$ cat src/sv/tzdl_pkg.sv
// Shared types and constants for the TZSP decapsulator with loop filter.
// No dependencies; imported by every module of the block.
`default_nettype none

package tzdl_pkg;

  localparam int COUNT_WIDTH_DEF  = 32;
  localparam int MAX_DATAGRAM_DEF = 65535;

  localparam int CFG_INDEX_W = 1;
  localparam int CFG_DATA_W  = 16;
  localparam int SHOW_W      = 32;

  localparam logic [CFG_INDEX_W-1:0] REG_LOOP_PORT      = 1'd0;
  localparam logic [CFG_INDEX_W-1:0] REG_LOOP_FILTER_ON = 1'd1;

  localparam logic [15:0] LOOP_PORT_RST      = 16'd37008;
  localparam logic        LOOP_FILTER_ON_RST = 1'b1;

  localparam logic [7:0]  TZSP_VERSION   = 8'd1;
  localparam logic [7:0]  TZSP_TYPE_MAX  = 8'd1;
  localparam logic [6:0]  HDR_LAST_IDX   = 7'd3;
  localparam logic [7:0]  TAG_PAD        = 8'd0;
  localparam logic [7:0]  TAG_END        = 8'd1;

  localparam logic [15:0] ETHERTYPE_IPV4 = 16'h0800;
  localparam logic [7:0]  IP_PROTO_UDP   = 8'd17;
  localparam logic [15:0] MIN_UDP_FRAME  = 16'd34;
  localparam logic [3:0]  IHL_MASK       = 4'hF;
  localparam logic [6:0]  ETH_HDR_LEN    = 7'd14;
  localparam logic [6:0]  IDX_ETYPE_HI   = 7'd12;
  localparam logic [6:0]  IDX_ETYPE_LO   = 7'd13;
  localparam logic [6:0]  IDX_IHL        = 7'd14;
  localparam logic [6:0]  IDX_PROTO      = 7'd23;

  typedef enum logic [2:0] {
    V_FORWARD   = 3'd0,
    V_FILTERED  = 3'd1,
    V_SHORT     = 3'd2,
    V_VERSION   = 3'd3,
    V_TYPE      = 3'd4,
    V_MALFORMED = 3'd5,
    V_EMPTY     = 3'd6
  } verdict_t;

  typedef struct packed {
    logic [7:0] frame_byte;
    logic       frame_valid;
    logic       datagram_done;
    verdict_t   verdict;
  } tzdl_res_t;

  typedef struct packed {
    logic fwd;
    logic filt;
  } tzdl_evt_t;

endpackage

`default_nettype wire

$ cat src/sv/tzsp_decapsulator_loop_filter.sv
// Path: an accepted byte is held in the input register, then passes through one
// step of the parse logic into the result register, which drives the outputs.
// Throughput: one byte per cycle unless out_stall holds a result word; the
// input register and the result register each hold one word, so a byte is
// taken while a finished word waits.
// Reset (synchronous, rst_n low): both registers empty, parse state at header byte
// zero, counters zero, listen port 37008, loop filter on.
`default_nettype none

module tzsp_decapsulator_loop_filter #(
  parameter int COUNT_WIDTH  = tzdl_pkg::COUNT_WIDTH_DEF,
  parameter int MAX_DATAGRAM = tzdl_pkg::MAX_DATAGRAM_DEF
) (
  input  wire logic                               clk,
  input  wire logic                               rst_n,
  input  wire logic                               in_valid,
  output logic                                    in_stall,
  input  wire logic [7:0]                         in_data_byte,
  input  wire logic                               in_last_byte,
  output logic                                    out_valid,
  input  wire logic                               out_stall,
  output logic [7:0]                              out_frame_byte,
  output logic                                    out_frame_valid,
  output logic                                    out_datagram_done,
  output logic [2:0]                              out_verdict,
  output logic [tzdl_pkg::SHOW_W-1:0]             out_forwarded_total,
  output logic [tzdl_pkg::SHOW_W-1:0]             out_filtered_total,
  input  wire logic                               cfg_we,
  input  wire logic [tzdl_pkg::CFG_INDEX_W-1:0]   cfg_index,
  input  wire logic [tzdl_pkg::CFG_DATA_W-1:0]    cfg_data
);
  import tzdl_pkg::*;

  logic        port_we;
  logic [15:0] loop_port_r;
  logic        filter_on_r;

  logic        in_valid_r;
  logic [7:0]  in_byte_r;
  logic        in_last_r;

  logic        out_valid_r;
  tzdl_res_t   res_r;
  logic [SHOW_W-1:0] fwd_r, filt_r;

  logic        in_acc;
  logic        adv;
  logic        step;
  tzdl_res_t   res;
  tzdl_evt_t   evt;
  logic [SHOW_W-1:0] fwd_show, filt_show;

  assign adv      = !out_valid_r || !out_stall;
  assign step     = in_valid_r && adv;
  assign in_stall = in_valid_r && !adv;
  assign in_acc   = in_valid && !in_stall;
  assign port_we  = cfg_we && (cfg_index == REG_LOOP_PORT);

  always_ff @(posedge clk) begin
    if (!rst_n) begin
      loop_port_r <= LOOP_PORT_RST;
      filter_on_r <= LOOP_FILTER_ON_RST;
    end else begin
      if (port_we) loop_port_r <= cfg_data[15:0];
      if (cfg_we && cfg_index == REG_LOOP_FILTER_ON) filter_on_r <= cfg_data[0];
    end
  end

  always_ff @(posedge clk) begin
    if (!rst_n) begin
      in_valid_r  <= 1'b0;
      out_valid_r <= 1'b0;
    end else begin
      if (in_acc) begin
        in_valid_r <= 1'b1;
      end else if (step) begin
        in_valid_r <= 1'b0;
      end
      if (step) begin
        out_valid_r <= 1'b1;
      end else if (adv) begin
        out_valid_r <= 1'b0;
      end
    end
  end

  always_ff @(posedge clk) begin
    if (in_acc) begin
      in_byte_r <= in_data_byte;
      in_last_r <= in_last_byte;
    end
    if (step) begin
      res_r  <= res;
      fwd_r  <= fwd_show;
      filt_r <= filt_show;
    end
  end

  tzdl_parse #(
    .MAX_DATAGRAM(MAX_DATAGRAM)
  ) u_parse (
    .clk            (clk),
    .rst_n          (rst_n),
    .step           (step),
    .data_byte      (in_byte_r),
    .last_byte      (in_last_r),
    .loop_port      (loop_port_r),
    .loop_filter_on (filter_on_r),
    .res            (res),
    .evt            (evt)
  );

  tzdl_count #(
    .COUNT_WIDTH(COUNT_WIDTH)
  ) u_count (
    .clk       (clk),
    .rst_n     (rst_n),
    .step      (step),
    .evt       (evt),
    .fwd_show  (fwd_show),
    .filt_show (filt_show)
  );

  assign out_valid           = out_valid_r;
  assign out_frame_byte      = res_r.frame_byte;
  assign out_frame_valid     = res_r.frame_valid;
  assign out_datagram_done   = res_r.datagram_done;
  assign out_verdict         = res_r.verdict;
  assign out_forwarded_total = fwd_r;
  assign out_filtered_total  = filt_r;

endmodule

`default_nettype wire

$ cat src/sv/tzdl_parse.sv
// Header check, tag walk and inner-frame field capture; one byte per step.
// Depends on tzdl_pkg.
`default_nettype none

module tzdl_parse #(
  parameter int MAX_DATAGRAM = tzdl_pkg::MAX_DATAGRAM_DEF
) (
  input  wire logic              clk,
  input  wire logic              rst_n,
  input  wire logic              step,
  input  wire logic [7:0]        data_byte,
  input  wire logic              last_byte,
  input  wire logic [15:0]       loop_port,
  input  wire logic              loop_filter_on,
  output tzdl_pkg::tzdl_res_t    res,
  output tzdl_pkg::tzdl_evt_t    evt
);
  import tzdl_pkg::*;

  localparam int BC_W = $clog2(MAX_DATAGRAM + 1);

  typedef enum logic [2:0] {
    PH_HEADER,
    PH_TAG_TYPE,
    PH_TAG_LEN,
    PH_TAG_SKIP,
    PH_FRAME,
    PH_HALT
  } phase_t;

  phase_t          phase_r, phase_nxt;
  logic [7:0]      ver_r, ver_nxt;
  logic [7:0]      type_r, type_nxt;
  logic [7:0]      skip_r, skip_nxt;
  logic [6:0]      fidx_r, fidx_nxt;
  logic [15:0]     flen_r, flen_nxt;
  logic [15:0]     etype_r, etype_nxt;
  logic [5:0]      ihb_r, ihb_nxt;
  logic [7:0]      proto_r, proto_nxt;
  logic [15:0]     udp_r, udp_nxt;
  logic [BC_W-1:0] bc_r, bc_nxt;

  logic [6:0] udp_off;
  logic [6:0] udp_need;
  logic       is_loop;
  logic       fvalid;
  verdict_t   vd;

  assign udp_off  = ETH_HDR_LEN + 7'(ihb_r);
  assign udp_need = ETH_HDR_LEN + 7'(ihb_nxt) + 7'd4;

  always_comb begin
    phase_nxt = phase_r;
    ver_nxt   = ver_r;
    type_nxt  = type_r;
    skip_nxt  = skip_r;
    fidx_nxt  = fidx_r;
    flen_nxt  = flen_r;
    etype_nxt = etype_r;
    ihb_nxt   = ihb_r;
    proto_nxt = proto_r;
    udp_nxt   = udp_r;
    bc_nxt    = bc_r;
    fvalid    = 1'b0;

    if (bc_r < BC_W'(MAX_DATAGRAM)) begin
      bc_nxt = bc_r + 1'b1;
      case (phase_r)
        PH_HEADER: begin
          if (fidx_r == 7'd0) begin
            ver_nxt = data_byte;
          end else if (fidx_r == 7'd1) begin
            type_nxt = data_byte;
          end
          if (fidx_r >= HDR_LAST_IDX) begin
            fidx_nxt = '0;
            if (ver_r != TZSP_VERSION || type_r > TZSP_TYPE_MAX) begin
              phase_nxt = PH_HALT;
            end else begin
              phase_nxt = PH_TAG_TYPE;
            end
          end else begin
            fidx_nxt = fidx_r + 7'd1;
          end
        end
        PH_TAG_TYPE: begin
          if (data_byte == TAG_END) begin
            phase_nxt = PH_FRAME;
          end else if (data_byte != TAG_PAD) begin
            phase_nxt = PH_TAG_LEN;
          end
        end
        PH_TAG_LEN: begin
          skip_nxt  = data_byte;
          phase_nxt = (data_byte == 8'd0) ? PH_TAG_TYPE : PH_TAG_SKIP;
        end
        PH_TAG_SKIP: begin
          if (skip_r != 8'd0) begin
            skip_nxt = skip_r - 8'd1;
          end
          if (skip_r <= 8'd1) begin
            phase_nxt = PH_TAG_TYPE;
          end
        end
        PH_FRAME: begin
          fvalid = 1'b1;
          if (fidx_r == IDX_ETYPE_HI) etype_nxt[15:8] = data_byte;
          if (fidx_r == IDX_ETYPE_LO) etype_nxt[7:0] = data_byte;
          if (fidx_r == IDX_IHL) ihb_nxt = {data_byte[3:0] & IHL_MASK, 2'b00};
          if (fidx_r == IDX_PROTO) proto_nxt = data_byte;
          if (fidx_r == udp_off + 7'd2) udp_nxt[15:8] = data_byte;
          if (fidx_r == udp_off + 7'd3) udp_nxt[7:0] = data_byte;
          if (fidx_r != '1) fidx_nxt = fidx_r + 7'd1;
          if (flen_r != '1) flen_nxt = flen_r + 16'd1;
        end
        default: begin
        end
      endcase
    end

    is_loop = (flen_nxt >= MIN_UDP_FRAME) && (etype_nxt == ETHERTYPE_IPV4) &&
              (proto_nxt == IP_PROTO_UDP) && (flen_nxt >= 16'(udp_need)) &&
              (udp_nxt == loop_port);

    case (phase_nxt)
      PH_HEADER: vd = V_SHORT;
      PH_HALT:   vd = (ver_nxt != TZSP_VERSION) ? V_VERSION : V_TYPE;
      PH_FRAME: begin
        if (flen_nxt == 16'd0) begin
          vd = V_EMPTY;
        end else if (loop_filter_on && is_loop) begin
          vd = V_FILTERED;
        end else begin
          vd = V_FORWARD;
        end
      end
      default:   vd = V_MALFORMED;
    endcase

    res.frame_byte    = fvalid ? data_byte : 8'd0;
    res.frame_valid   = fvalid;
    res.datagram_done = last_byte;
    res.verdict       = last_byte ? vd : V_FORWARD;
    evt.fwd           = last_byte && (vd == V_FORWARD);
    evt.filt          = last_byte && (vd == V_FILTERED);

    if (last_byte) begin
      phase_nxt = PH_HEADER;
      ver_nxt   = '0;
      type_nxt  = '0;
      skip_nxt  = '0;
      fidx_nxt  = '0;
      flen_nxt  = '0;
      etype_nxt = '0;
      ihb_nxt   = '0;
      proto_nxt = '0;
      udp_nxt   = '0;
      bc_nxt    = '0;
    end
  end

  always_ff @(posedge clk) begin
    if (!rst_n) begin
      phase_r <= PH_HEADER;
      ver_r   <= '0;
      type_r  <= '0;
      skip_r  <= '0;
      fidx_r  <= '0;
      flen_r  <= '0;
      etype_r <= '0;
      ihb_r   <= '0;
      proto_r <= '0;
      udp_r   <= '0;
      bc_r    <= '0;
    end else if (step) begin
      phase_r <= phase_nxt;
      ver_r   <= ver_nxt;
      type_r  <= type_nxt;
      skip_r  <= skip_nxt;
      fidx_r  <= fidx_nxt;
      flen_r  <= flen_nxt;
      etype_r <= etype_nxt;
      ihb_r   <= ihb_nxt;
      proto_r <= proto_nxt;
      udp_r   <= udp_nxt;
      bc_r    <= bc_nxt;
    end
  end

endmodule

`default_nettype wire

$ cat src/sv/tzdl_count.sv
// Saturating forwarded and filtered frame counters with 32-bit display values.
// Depends on tzdl_pkg.
`default_nettype none

module tzdl_count #(
  parameter int COUNT_WIDTH = tzdl_pkg::COUNT_WIDTH_DEF
) (
  input  wire logic                          clk,
  input  wire logic                          rst_n,
  input  wire logic                          step,
  input  wire tzdl_pkg::tzdl_evt_t           evt,
  output logic [tzdl_pkg::SHOW_W-1:0]        fwd_show,
  output logic [tzdl_pkg::SHOW_W-1:0]        filt_show
);
  import tzdl_pkg::*;

  logic [COUNT_WIDTH-1:0] fwd_r, fwd_nxt;
  logic [COUNT_WIDTH-1:0] filt_r, filt_nxt;

  always_comb begin
    fwd_nxt  = fwd_r;
    filt_nxt = filt_r;
    if (step && evt.fwd && !(&fwd_r)) fwd_nxt = fwd_r + 1'b1;
    if (step && evt.filt && !(&filt_r)) filt_nxt = filt_r + 1'b1;
  end

  generate
    if (COUNT_WIDTH > SHOW_W) begin : g_clip
      assign fwd_show  = (|fwd_nxt[COUNT_WIDTH-1:SHOW_W]) ? '1 : fwd_nxt[SHOW_W-1:0];
      assign filt_show = (|filt_nxt[COUNT_WIDTH-1:SHOW_W]) ? '1 : filt_nxt[SHOW_W-1:0];
    end else begin : g_ext
      assign fwd_show  = SHOW_W'(fwd_nxt);
      assign filt_show = SHOW_W'(filt_nxt);
    end
  endgenerate

  always_ff @(posedge clk) begin
    if (!rst_n) begin
      fwd_r  <= '0;
      filt_r <= '0;
    end else begin
      fwd_r  <= fwd_nxt;
      filt_r <= filt_nxt;
    end
  end

endmodule

`default_nettype wire

$ cat config.mk
export PLATFORM = sky130hd
export DESIGN_NAME = tzsp_decapsulator_loop_filter
export DESIGN_NICKNAME = d
export VERILOG_FILES = /design/src/sv/tzdl_pkg.sv /design/src/sv/tzsp_decapsulator_loop_filter.sv /design/src/sv/tzdl_parse.sv /design/src/sv/tzdl_count.sv
export SDC_FILE = /design/constraint.sdc
export NUM_CORES = 1
export LEC_CHECK = 0
export BUFFER_PORTS_ARGS = -buffer_cell sky130_fd_sc_hd__buf_2
export CORE_ASPECT_RATIO = 1.1
export CORE_MARGIN = 2
export CORE_UTILIZATION = 50
export CTS_CLUSTER_SIZE = 30
export DETAILED_ROUTE_END_ITERATION = 8
export GPL_TIMING_DRIVEN = 0
export HOLD_SLACK_MARGIN = 0.08
export PLACE_DENSITY = 0.71
export SYNTH_ARGS = -nofsm -noshare
export SYNTH_HDL_FRONTEND = slang
export SYNTH_HIERARCHICAL = 1
export SYNTH_SLANG_ARGS = --single-unit
$ cat constraint.sdc
create_clock -name clk -period 9.25 [get_ports clk]
set_clock_uncertainty 0.1 [all_clocks]
set_input_delay 0 -clock clk [delete_from_list [all_inputs] [get_ports clk]]
set_output_delay 0 -clock clk [all_outputs]
set_load 0.01 [all_outputs]
=== Word level (Yosys, flattened, before mapping) ===
Index checks and enable logic that the tools add are counted.

* Bitwise logic cells: 1
* Reduce and logical (&&, ||, !) cells: 45
* Magnitude comparators: 6
* Add/subtract/negate cells: 11
* Eq/ne operators: 25
* Multiplexer cells: 63

{| class="wikitable"
|+ Operators by type and width
! operator !! number
|-
| 16-bit two-way mux || 12
|-
| 8-bit two-way mux || 20
|-
| 32-bit by 1-bit adder with 32-bit output, second input constant || 2
|-
| 32-bit two-way mux || 2
|-
| 32-bit AND reduction || 2
|-
| 16-bit by 1-bit adder with 16-bit output, second input constant || 2
|-
| 7-bit two-way mux || 4
|-
| 3-bit two-way mux || 9
|-
| 6-bit two-way mux || 4
|-
| 7-bit by 4-bit equality test with 1-bit output, second input constant || 3
|-
| 16-bit by 12-bit equality test with 1-bit output, second input constant || 1
|-
| 16-bit equality test || 1
|-
| 16-bit by 6-bit >= comparator with 1-bit output, second input constant || 1
|-
| 16-bit by 7-bit >= comparator with 1-bit output || 1
|-
| 1-bit logical AND || 16
|-
| 16-bit zero test || 1
|-
| 16-bit < comparator, second input constant || 1
|-
| 16-bit inequality test, second input constant || 1
|-
| 8-bit by 1-bit inequality test with 1-bit output, second input constant || 2
|-
| 8-bit one-hot mux with 2 select lines || 1
|-
| 8-bit nonzero test || 2
|-
| 4-bit by 6-bit adder with 7-bit output, first input constant || 2
|-
| 7-bit by 2-bit adder with 7-bit output, second input constant || 2
|-
| 7-bit equality test || 2
|-
| 32 further kinds || 57
|}

* Output and inout port bits: 79
* Input port bits: 31
* Word-level logic and storage cells: 176
* Register bits: 281

=== Depth between registers and ports, before layout ===
* Depth in word-level cells: 19
* Depth in mapped cells: 24

=== Modules after synthesis ===
Netlist, hierarchy kept.

{| class="wikitable"
|+ By module, submodules not included
! module !! times used !! area an instance (um^2) !! cells an instance
|-
| tzdl_parse || 1 || 7,070.5 || 881
|-
| tzdl_count || 1 || 3,806.2 || 464
|-
| tzsp_decapsulator_loop_filter || 1 || 3,363.2 || 168
|}

=== Least setup slack after synthesis ===
No wires, ideal clock.

* Path type: register to register
* Start: register in_valid_r
* End: register filt_r[26] (netlist: out_filtered_total[26]), data pin
* Setup time: 0.280 ns
* Buffers on the path: 0
* Period minus slack after synthesis: 8.496 ns
* Arrival: 8.116 ns
* Path slack: 0.754 ns
* Data required time: 8.870 ns
* Stages on the path, launching flop included: 7
* Path through: dfxtp_1 > a21boi_0 > nand2_1 > nor3_1 > nand3_1 > nor4_1 > xor2_1

* Word-level cells in the longest chain between the ends: 4

{| class="wikitable"
|+ RTL lines
! element !! RTL line !! source
|-
| start: declaration || tzsp_decapsulator_loop_filter.sv:38 || <nowiki>logic in_valid_r;</nowiki>
|-
| start signal: assignment || tzsp_decapsulator_loop_filter.sv:71 || <nowiki>in_valid_r <= 1'b0;</nowiki>
|-
| start signal: assignment || tzsp_decapsulator_loop_filter.sv:75 || <nowiki>in_valid_r <= 1'b1;</nowiki>
|-
| start signal: assignment || tzsp_decapsulator_loop_filter.sv:77 || <nowiki>in_valid_r <= 1'b0;</nowiki>
|-
| 1-bit logical AND || tzsp_decapsulator_loop_filter.sv:54 || <nowiki>assign step = in_valid_r && adv;</nowiki>
|-
| via step || tzsp_decapsulator_loop_filter.sv:48 || <nowiki>logic step;</nowiki>
|-
| 1-bit logical AND (2 in series) || tzdl_count.sv:24 || <nowiki>if (step && evt.filt && !(&filt_r)) filt_nxt = filt_r + 1'b1;</nowiki>
|-
| 32-bit two-way mux || tzdl_count.sv:24 ||
|-
| via filt_show[26] || tzsp_decapsulator_loop_filter.sv:51 || <nowiki>logic [SHOW_W-1:0] fwd_show, filt_show;</nowiki>
|-
| end signal: assignment || tzsp_decapsulator_loop_filter.sv:95 || <nowiki>filt_r <= filt_show;</nowiki>
|-
| end: declaration || tzsp_decapsulator_loop_filter.sv:44 || <nowiki>logic [SHOW_W-1:0] fwd_r, filt_r;</nowiki>
|}

The timed path passes the listed nets, and every way through them passes these cells.
A chain may end at the register's enable or synchronous reset.

==> results.yml <==
hold_path:
  holdPathStages: 3
  holdPathEnd: "out_frame_byte[3]"
  worstHoldStart: "out_stall"
  hp-class: "input port to register"
floorplanning:
  dieHeight_um: 181
  dieArea_mm2: 0.0298
  io_pins: 110
  chipWidth_um: 165
  start_util_pct: 51.0
  rows: 64
  coreArea_mm2: 0.0279
drt:
  wirelength_um: 38300
  routed_wire_length_per_instance_um: 18.1
  vias: 12400
  drtIter0Drc: 1043
  dr.pass1.iters: 5
  vias_per_cell: 5.85
  drc_errors: 0
  ant_nets: 0
logic_synthesis:
  yosys.area.top_type_share_pct: 27.3
  synth_cell_type_count: 85
  synth_common_cells: "194 x dfxtp_1, 145 x nand2_1, 86 x edfxtp_1"
  syn-num-nets: 1565
  ys_top_cells_by_area: "dfxtp_1 27%, edfxtp_1 18%, mux2i_1 4.1%"
  syn_avg_cell_area_um2: 9.41
  synth_most_common_cell: "dfxtp_1"
  synth-compound-area-share_pct: 12.5
  syn_inst: 1513
  synthArstFlopShare_pct: 0
  yosysWarnings: 6
  synth.area.mux_share_pct: 4.46
  yosysTopAreaCell: "dfxtp_1"
  synth_flop_cell: "dfxtp_1"
  synth_area_mm2: 0.0142
  synth_xor_area_share_pct: 6.75
  synth_top_family_by_area: "simple AND/OR/NAND/NOR gates"
  synth_edf_count: 86
  synthSimpleGateAreaFrac_pct: 25.1
  synth_seq_cells: 280
  synthAdderAreaFrac_pct: 1.85
  ys_seq_area_share_pct: 45.4
clock_network:
  clock_latency_ns: 0.57
  clock-sinks: 280
  htree_levels: 1
  clockBufferDepth: 3
  cts_setup_buffers: 0
  cts_buffers: 29
  cts.clk_slew.worst_paths_ns: 0.06
  post_cts_resized: 0
  tritoncts: "done"
  root_buffer: "clkbuf_16"
global_routing:
  grt_max_degree: 33
  track_usage_pct: 25.7
  grt_antenna_before_repair: 1
  grt_pass1_wl_um: 61500
  grt_overflow: 0
  grt_pass1_vias: 12000
timing:
  slew_headroom_pct: 14.4
  hold_viol: 0
  setup_ws_ns: 2.85
  max_slew.worst_pin.slew_ns: 1.27
  slew_violations: 0
  post-route-min-period_ns: 6.40
  period_share_pct: 69.1
  fmax_mhz: 156
  setup_viol: 0
  hold_ws_ns: 0.314
  rsz0062_at_grt: "false"
critical_path:
  regToRegStartpoint: "u_parse/phase_r[2]"
  critPathCaptureType: "register"
  regToRegSetupSlack_ns: 2.85
  reg2reg_depth: 21
  critical_path.max_fanout: 9
  path_class: "register to register"
  required_ns: 9.44
  critPathLaunchType: "register"
  r2r-end: "out_filtered_total[26]"
  worstPathArrival_ns: 6.58
layout:
  final_util_pct: 61.1
  stdcell_count: 2117
  final_nets: 1782
  areaGrowthSynthToFinish_pct: 19.9
  num-fill-cells: 2323
  layout-drive-gt1-share_pct: 13.2
power:
  powerDensity_mw_per_mm2: 160
  internal-power_mw: 2.11
  pwr-share-clk_pct: 45.4
  power_mw: 2.73
  p_seq_share_pct: 47.8
  switching_power_mw: 0.620
  combPwrFrac_pct: 6.8
  leakage_nw: 6.42
  swShare_pct: 22.7
  max-vdd-ir-drop_uv: 144
placed_design:
  dp.cells: 1988
  hpwlAfterDp_um: 26000
  dp_worst_setup_slack_ns: 2.90
  gp_congestion: 0.974
  numPortBuffers: 109
flow_run:
  cap_viol_max_count: 0
status:
  status: "completed"
-- kinds of logic after synthesis --
kind of cell,after synthesis
fa+ha+maj,21
flops,280
simple gates,649
compound gates,262
xor+xnor,108
mux,63
buf+inv,130
-- final cells by class --
type,count,area [µm²],share of cell area [%]
Sequential cell,280,6470,37.9
Tap cell,363,454,2.66
Multi-Input combinational cell,1103,7230,42.3
Inverter,46,173,1.01
Antenna cell,1,2.50,0.0147
Clock inverter,22,279,1.63
Buffer,84,387,2.26
Clock buffer,32,737,4.32
Timing Repair Buffer,186,1350,7.93
-- cells in the final DEF (no fill, tap or decap), types with 59 or more instances in the layout --
cell,count
dfxtp_1,194
a22oi_1,59
mux2i_1,59
edfxtp_1,86
buf_2,124
nand2_1,145
dlygate4sd3_1,74
nor2b_1,82
clkbuf_1,61
nor2_1,79
-- state kept, by name, summed over array words and instances (netlist names), 16 cells and up --
| signal | cells |
|---|---|
| u_count/filt_r | 32 |
| out_forwarded_total | 32 |
| out_filtered_total | 32 |
| u_parse/flen_r | 16 |
| u_parse/udp_r | 16 |
| u_parse/bc_r | 16 |
| loop_port_r | 16 |
| u_count/fwd_r | 32 |
| u_parse/etype_r | 16 |
-- critical path, stage by stage (launching register included) --
cell	delay (ns)
dfxtp_1	0.32
buf_2	0.22
nor3b_4	0.54
nand2_4	0.17
nor3_2	0.52
mux2i_1	0.16
nor2_1	0.29
nand3_1	0.17
xnor2_1	0.18
ha_1	0.30
nand2_1	0.05
o21ai_0	0.20
nand3_1	0.11
a22oi_1	0.15
a21oi_1	0.12
or4_1	0.69
nor2_1	0.23
nand2_1	0.14
nor3_1	0.56
nand3_1	0.27
nor4_1	0.51
xor2_1	0.13
-- routing by layer --
| layer | GRT usage (%) | wire length (µm) |
|---|---|---|
| met1 | 32.3 | 15500 |
| met2 | 43.8 | 18700 |
| met3 | 3.24 | 2540 |
| met4 | 11.7 | 1630 |
| met5 | 0 | 0 |
-- worst max-delay path by stage --
stage | from | end | slack (ns)
floorplan | in_valid_r | out_filtered_total[26] | 0.75
global placement | in_valid_r | out_filtered_total[26] | -2.63
detailed placement | u_parse/phase_r[2] | out_filtered_total[26] | 2.90
CTS | u_parse/phase_r[2] | out_filtered_total[26] | 2.88
global route | u_parse/phase_r[2] | out_filtered_total[26] | 2.34
finish | u_parse/phase_r[2] | out_filtered_total[26] | 2.85
-- power by group through the flow --
| stage | clock network [mW] | registers (mW) | logic [mW] |
|---|---|---|---|
| after floorplan | 0 | 1.34 | 0.0814 |
| after global placement | 0 | 1.34 | 0.148 |
| after detailed placement | 0 | 1.33 | 0.155 |
| after CTS | 1.26 | 1.31 | 0.179 |
| after global routing | 1.31 | 1.31 | 0.200 |
| final | 1.24 | 1.31 | 0.186 |
-- what timing repair did --
item | CTS | global route
hold buffers | 74 | 0
endpoints found under the hold margin | 78 | 0
endpoints found under the setup margin | 0 | 0
-- through the flow --
stage          TNS, ns  area (µm²)
2_1_floorplan        0       14200
3_3_place_gp   -391.20       15200
3_5_place_dp         0       15300
4_1_cts              0       17100
5_1_grt              0       17100
6_report             0       17100
(Power assumes the default switching activity.)
